[config.mk]
export PLATFORM = sky130hd
export DESIGN_NAME = mci_divider
export DESIGN_NICKNAME = d
export VERILOG_FILES = /design/src/rtl/mci_pkg.sv /design/src/rtl/mci_divider.sv
export SDC_FILE = /design/constraint.sdc
export NUM_CORES = 1
export LEC_CHECK = 0
export BUFFER_PORTS_ARGS = -buffer_cell sky130_fd_sc_hd__buf_2
export CELL_PAD_IN_SITES_DETAIL_PLACEMENT = 1
export CELL_PAD_IN_SITES_GLOBAL_PLACEMENT = 1
export CORE_MARGIN = 5
export CORE_UTILIZATION = 40
export DETAILED_ROUTE_END_ITERATION = 16
export PLACE_DENSITY = 0.73
export SLEW_MARGIN = 20
export SYNTH_ARGS = -nofsm -noshare
export SYNTH_HDL_FRONTEND = slang
export SYNTH_SLANG_ARGS = --single-unit
export TNS_END_PERCENT = 30
[constraint.sdc]
create_clock -name clk -period 6.9 [get_ports clk]
set_input_delay 1.035 -clock clk [delete_from_list [all_inputs] [get_ports clk]]
set_output_delay 1.035 -clock clk [all_outputs]
set_load 0.05 [all_outputs]
[src/rtl/mci_pkg.sv]
package mci_pkg;

	typedef enum logic [1:0] {
		FUNC_CLEAR   = 2'd0,
		FUNC_INSERT  = 2'd1,
		FUNC_CONVERT = 2'd2,
		FUNC_NONE    = 2'd3
	} func_t;

	typedef enum logic [3:0] {
		ST_IDLE,
		ST_RD,
		ST_SCAN,
		ST_SHIFT_RD,
		ST_SHIFT_WR,
		ST_PUT,
		ST_RD_PREV,
		ST_WAIT_PREV,
		ST_MUL,
		ST_DIV_START,
		ST_DIV,
		ST_FINISH,
		ST_OUT
	} state_t;

	localparam int KEY_W = 16;
	localparam int VAL_W = 32;
	localparam int DIFF_W = 33;
	localparam int PROD_W = KEY_W + 1 + DIFF_W;
	localparam int TDATA_IN_W = 56;
	localparam int TDATA_OUT_W = 40;

	typedef struct packed {
		logic                     start;
		logic signed [PROD_W-1:0] num;
		logic        [KEY_W-1:0]  den;
	} div_req_t;

	typedef struct packed {
		logic                     done;
		logic signed [PROD_W-1:0] quot;
	} div_rsp_t;

endpackage

[src/rtl/mci_divider.sv]
module mci_divider
	import mci_pkg::*;
(
	input  logic     clk,
	input  logic     arst_n,
	input  div_req_t req,
	output div_rsp_t rsp
);

	localparam int CNT_W = $clog2(PROD_W + 1);

	logic [KEY_W-1:0]   rem_q;
	logic [PROD_W-1:0]  quo_q;
	logic [KEY_W-1:0]   den_q;
	logic               neg_q;
	logic               busy_q;
	logic               done_q;
	logic [CNT_W-1:0]   cnt_q;
	logic [KEY_W:0]     trial;
	logic [PROD_W-1:0]  mag;
	logic [KEY_W:0]     sub;

	assign mag = req.num[PROD_W-1] ? PROD_W'(-req.num) : PROD_W'(req.num);
	assign trial = {rem_q, quo_q[PROD_W-1]};
	assign sub = trial - {1'b0, den_q};

	always_ff @(posedge clk or negedge arst_n) begin
		if (!arst_n) begin
			busy_q <= 1'b0;
			done_q <= 1'b0;
			cnt_q  <= '0;
		end else begin
			done_q <= 1'b0;
			if (req.start) begin
				busy_q <= 1'b1;
				cnt_q  <= CNT_W'(PROD_W);
			end else if (busy_q) begin
				cnt_q <= cnt_q - 1'b1;
				if (cnt_q == CNT_W'(1)) begin
					busy_q <= 1'b0;
					done_q <= 1'b1;
				end
			end
		end
	end

	always_ff @(posedge clk) begin
		if (req.start) begin
			rem_q <= '0;
			quo_q <= mag;
			den_q <= req.den;
			neg_q <= req.num[PROD_W-1];
		end else if (busy_q) begin
			if (!sub[KEY_W]) begin
				rem_q <= sub[KEY_W-1:0];
				quo_q <= {quo_q[PROD_W-2:0], 1'b1};
			end else begin
				rem_q <= trial[KEY_W-1:0];
				quo_q <= {quo_q[PROD_W-2:0], 1'b0};
			end
		end
	end

	assign rsp.done = done_q;
	assign rsp.quot = neg_q ? -$signed(quo_q) : $signed(quo_q);

endmodule

# ---- Yosys cells after proc, flatten, opt, wreduce, memory -nomap -nowiden
# Index checks and enable logic that the tools add are counted.
dict set report word_totals {
  input_bits 69
  reg_bits 91
}
dict set report classes {
  reduce_logical 1
  n_addsub 4
  muxes 14
  eq_ne 1
}
# op n
set op_table {}
lappend op_table {{$mux W50} 4}
lappend op_table {{$neg A50 Y50} 2}
lappend op_table {{$sub A17 B16 Y17} 1}
lappend op_table {{$mux W16} 1}
lappend op_table {{$mux W6} 2}
lappend op_table {{$mux W1} 7}
lappend op_table {{$eq A6 B1 Y1 const B} 1}
lappend op_table {{$sub A6 B1 Y6 const B} 1}
lappend op_table {{$reduce_bool A2 Y1} 1}

# ---- Logic depth before layout (Yosys ltp)
dict set report depth {
  ltp_word 4
  depth_mapped 11
  depth_no_buf 10
}

# ---- Worst setup path after synthesis
# OpenSTA, ideal clock, no wires.
dict set report synth_path {
  path_type {reg-to-output}
  startpoint {register quo_q[26]}
  endpoint {output rsp[49] (netlist name)}
  path_buffers 1
  slack_ns 2.797
  required_time_ns 5.865
  arrival_time_ns 3.068
  path_stages_with_launch 9
  cell_sequence {edfxtp_1 or3_1 or3_4 or4_1 or4_1 or2_1 buf_2 o41ai_2 xnor2_1}
}
# element line
set synth_lines {}
lappend synth_lines {{start, declared} mci_divider.sv:13} ;# logic [PROD_W-1:0] quo_q;
lappend synth_lines {{start signal, assigned} mci_divider.sv:50} ;# quo_q <= mag;
lappend synth_lines {{start signal, assigned} mci_divider.sv:56} ;# quo_q <= {quo_q[PROD_W-2:0], 1'b1};
lappend synth_lines {{start signal, assigned} mci_divider.sv:59} ;# quo_q <= {quo_q[PROD_W-2:0], 1'b0};
lappend synth_lines {{end, declared} mci_divider.sv:7} ;# output div_rsp_t rsp

==> results.json <==
{
  "status": "finished, final reports clean",
  "drt_first_iter_violations": 354,
  "netSwitchingFraction": 0.366,
  "cts_tree": "done",
  "critPathLaunchType": "register",
  "ant_nets": 0,
  "avgSynthCellArea_um2": 9.22,
  "grt_pass1_vias": 5998,
  "timing.rr.end": "rem_q[0]$_SDFFE_PP0P_",
  "start_util": 0.403,
  "ys_top_cells_by_area": "edfxtp_1 (30%), xnor2_1 (8.0%), xor2_1 (6.8%)",
  "path_max_fanout": 5,
  "r2r_setup_slack_ns": 3.81,
  "synthDistinctLibCells": 63,
  "finalCriticalPeriod_ns": 4.84,
  "setup_ws_ns": 2.06,
  "fmax_mhz": 207,
  "grt_pass1_wl_um": 30900,
  "clockRootBuffer": "clkbuf_16",
  "yosys-top-cells-count": "nor2_1 (78), edfxtp_1 (67), a21oi_1 (66), xnor2_1 (60), xor2_1 (51)",
  "postCtsSetupBuffers": 0,
  "path_class": "register to output port",
  "synthCells": 717,
  "wl_um": 18900,
  "synthSimpleGateAreaFrac": 0.175,
  "layout-drive-gt1-share": 0.205,
  "p_seq_frac": 0.384,
  "syn_area_um2": 6610,
  "overflow": 0,
  "combPwrFrac": 0.304,
  "wl_per_cell_um": 18.1,
  "synthAdderAreaFrac": 0.0409,
  "cap_violations": 0,
  "die_w_um": 139,
  "synth_xor_area_frac": 0.147,
  "cts_resized": 0,
  "place.gp.congestion": 0.859,
  "syn_nets": 807,
  "antenna_found_initial": 0,
  "endpoint": "rsp[46]",
  "area_growth_pct": 16.5,
  "p_int_mw": 1.17,
  "register_area_um2": 2530,
  "fin_crit_sh": 0.702,
  "hp-class": "primary input to async pin",
  "synth_mux_area_frac": 0.0257,
  "hold_viol_final": 0,
  "tightest_slew_ns": 0.911,
  "synthFlopType": "edfxtp_1",
  "post-place-ws_ns": 2.44,
  "async_flop_share": 0.0879,
  "rows": 47,
  "critPathRequiredTime_ns": 5.86,
  "fin_tns_setup_ns": 0,
  "fill_cells": 1932,
  "multi_input_area_um2": 3800,
  "grtUsageTotal": 0.194,
  "slew_headroom": 0.392,
  "core_um2": 16400,
  "drc": 0,
  "r2r_cells": 10,
  "end_kind": "output port",
  "finClkSkew_ns": 0.00726,
  "synth.most_common_cell": "nor2_1",
  "maxSlewViolCount": 0,
  "port_buffers": 119,
  "die_h_um": 139,
  "clockBufferDepth": 2,
  "yosysSeqAreaShare": 0.383,
  "vias": 5751,
  "hold_buffers": 0,
  "synth_edf_count": 67,
  "boundaryPins": 120,
  "synth_top_area_frac": 0.304,
  "powerDensity_nw_per_um2": 239,
  "clock_sinks": 91,
  "rsz0062_at_grt": "no",
  "synth_largest_area_cell": "edfxtp_1",
  "holdWs_ns": 0.509,
  "viasPerCell": 5.51,
  "arrival_ns": 3.81,
  "drt-pass1-iter-count": 5,
  "p_total_mw": 1.84,
  "power.switching_uw": 673,
  "worst_r2r_startpoint": "quo_q[49]$_DFFE_PP_",
  "dp_cells": 1028,
  "final_cells": 1044,
  "antenna_cells": 0,
  "synth_top_family_by_area": "compound AO/OA/AOI/OAI gates",
  "setup_violations": 0,
  "power.leakage_nw": 2.97,
  "ys_ff_latch": 91,
  "grt_max_degree": 66,
  "ir_worst_vdd_v": 0.000123,
  "htreeDepth": 3,
  "layout.nets": 909,
  "yosys_warnings": 0,
  "clockPowerShare": 0.312,
  "clk_pin_slew_ns": 0.07,
  "startpoint": "quo_q[13]$_DFFE_PP_",
  "synth_compound_area_frac": 0.186,
  "worstSkewPairLatency_ns": 0.35,
  "dieArea_um2": 19200,
  "dp.final_hpwl_um": 14600,
  "numCtsBuffers": 9
}
power by group through the flow:
| stage | combinational [mW] | sequential [mW] | clock, mW |
|---|---|---|---|
| floorplan | 0.420 | 0.698 | 0 |
| global placement | 0.552 | 0.712 | 0 |
| detailed placement | 0.561 | 0.717 | 0 |
| CTS | 0.563 | 0.705 | 0.586 |
| global route | 0.595 | 0.714 | 0.612 |
| finish | 0.558 | 0.706 | 0.574 |
through the flow:
| step | instance area [um2] | util |
|---|---|---|
| floorplan | 6610 | - |
| global placement | 7360 | 0.448 |
| detailed placement | 7360 | 0.448 |
| CTS | 7700 | 0.469 |
| global route | 7700 | 0.469 |
| finish | 7700 | 0.469 |
per-layer routing:
layer  track usage  vias to the layer above  wire (um)
met5             0                        -          0
met4        0.0551                        0        314
met3        0.0393                       22        765
met2         0.336                      108       9270
met1         0.248                     2806       8540
li1              -                     2815          -
critical path, stage by stage, from the launching register on:
cell and delay, ns:
edfxtp_1 0.43, or4_1 0.59, nor3_1 0.44, nand4b_1 0.40, or2_1 0.38, or4_4 0.47, o31ai_1 0.31, xnor2_1 0.15
buf_2 0.28
how the worst min path moves through the flow:
stage                                 from                endpoint  slack [ns]  cells past startpoint
CTS                                 arst_n        busy_q$_DFF_PN0_        0.50                      1
detailed placement  rem_q[11]$_SDFFE_PP0P_  rem_q[11]$_SDFFE_PP0P_        0.50                      2
global route                        arst_n        busy_q$_DFF_PN0_        0.51                      1
floorplan           rem_q[13]$_SDFFE_PP0P_  rem_q[14]$_SDFFE_PP0P_        0.47                      2
global placement     rem_q[9]$_SDFFE_PP0P_   rem_q[9]$_SDFFE_PP0P_        0.49                      2
finish                              arst_n        done_q$_DFF_PN0_        0.51                      1
cell type report:
type | count | area share
clock inverter | 7 | 0.0151
timing repair buffer | 124 | 0.0825
inverter | 29 | 0.0143
sequential | 91 | 0.329
multi-input combinational | 564 | 0.494
clock buffer | 9 | 0.0292
tap | 220 | 0.0357
layout by cell type, fill, tap and decap left out, types with 15 or more instances in the layout:
cell type and instances:
xnor2_1 60, inv_1 28, a21oi_1 66, ha_1 20, o41ai_1 15, edfxtp_1 67
xor2_1 51, nand2_1 42, nor2_1 78, o21ai_0 44, dfxtp_1 16, buf_2 118
o31ai_1 25
state kept, by name, indices dropped and copies added (netlist names):
name    flops
busy_q      1
neg_q       1
den_q      16
quo_q      50
done_q      1
rem_q      16
cnt_q       6
cells by family after synthesis:
| kind of cell | count (synthesis) |
|---|---|
| AND/OR/NAND/NOR | 221 |
| AO/OA/AOI/OAI | 195 |
| flip-flops | 91 |
| adder cells (fa/ha/maj) | 21 |
| multiplexers | 16 |
| XOR/XNOR | 111 |
| buffers and inverters | 62 |
Power figures use the tool's default switching activity.
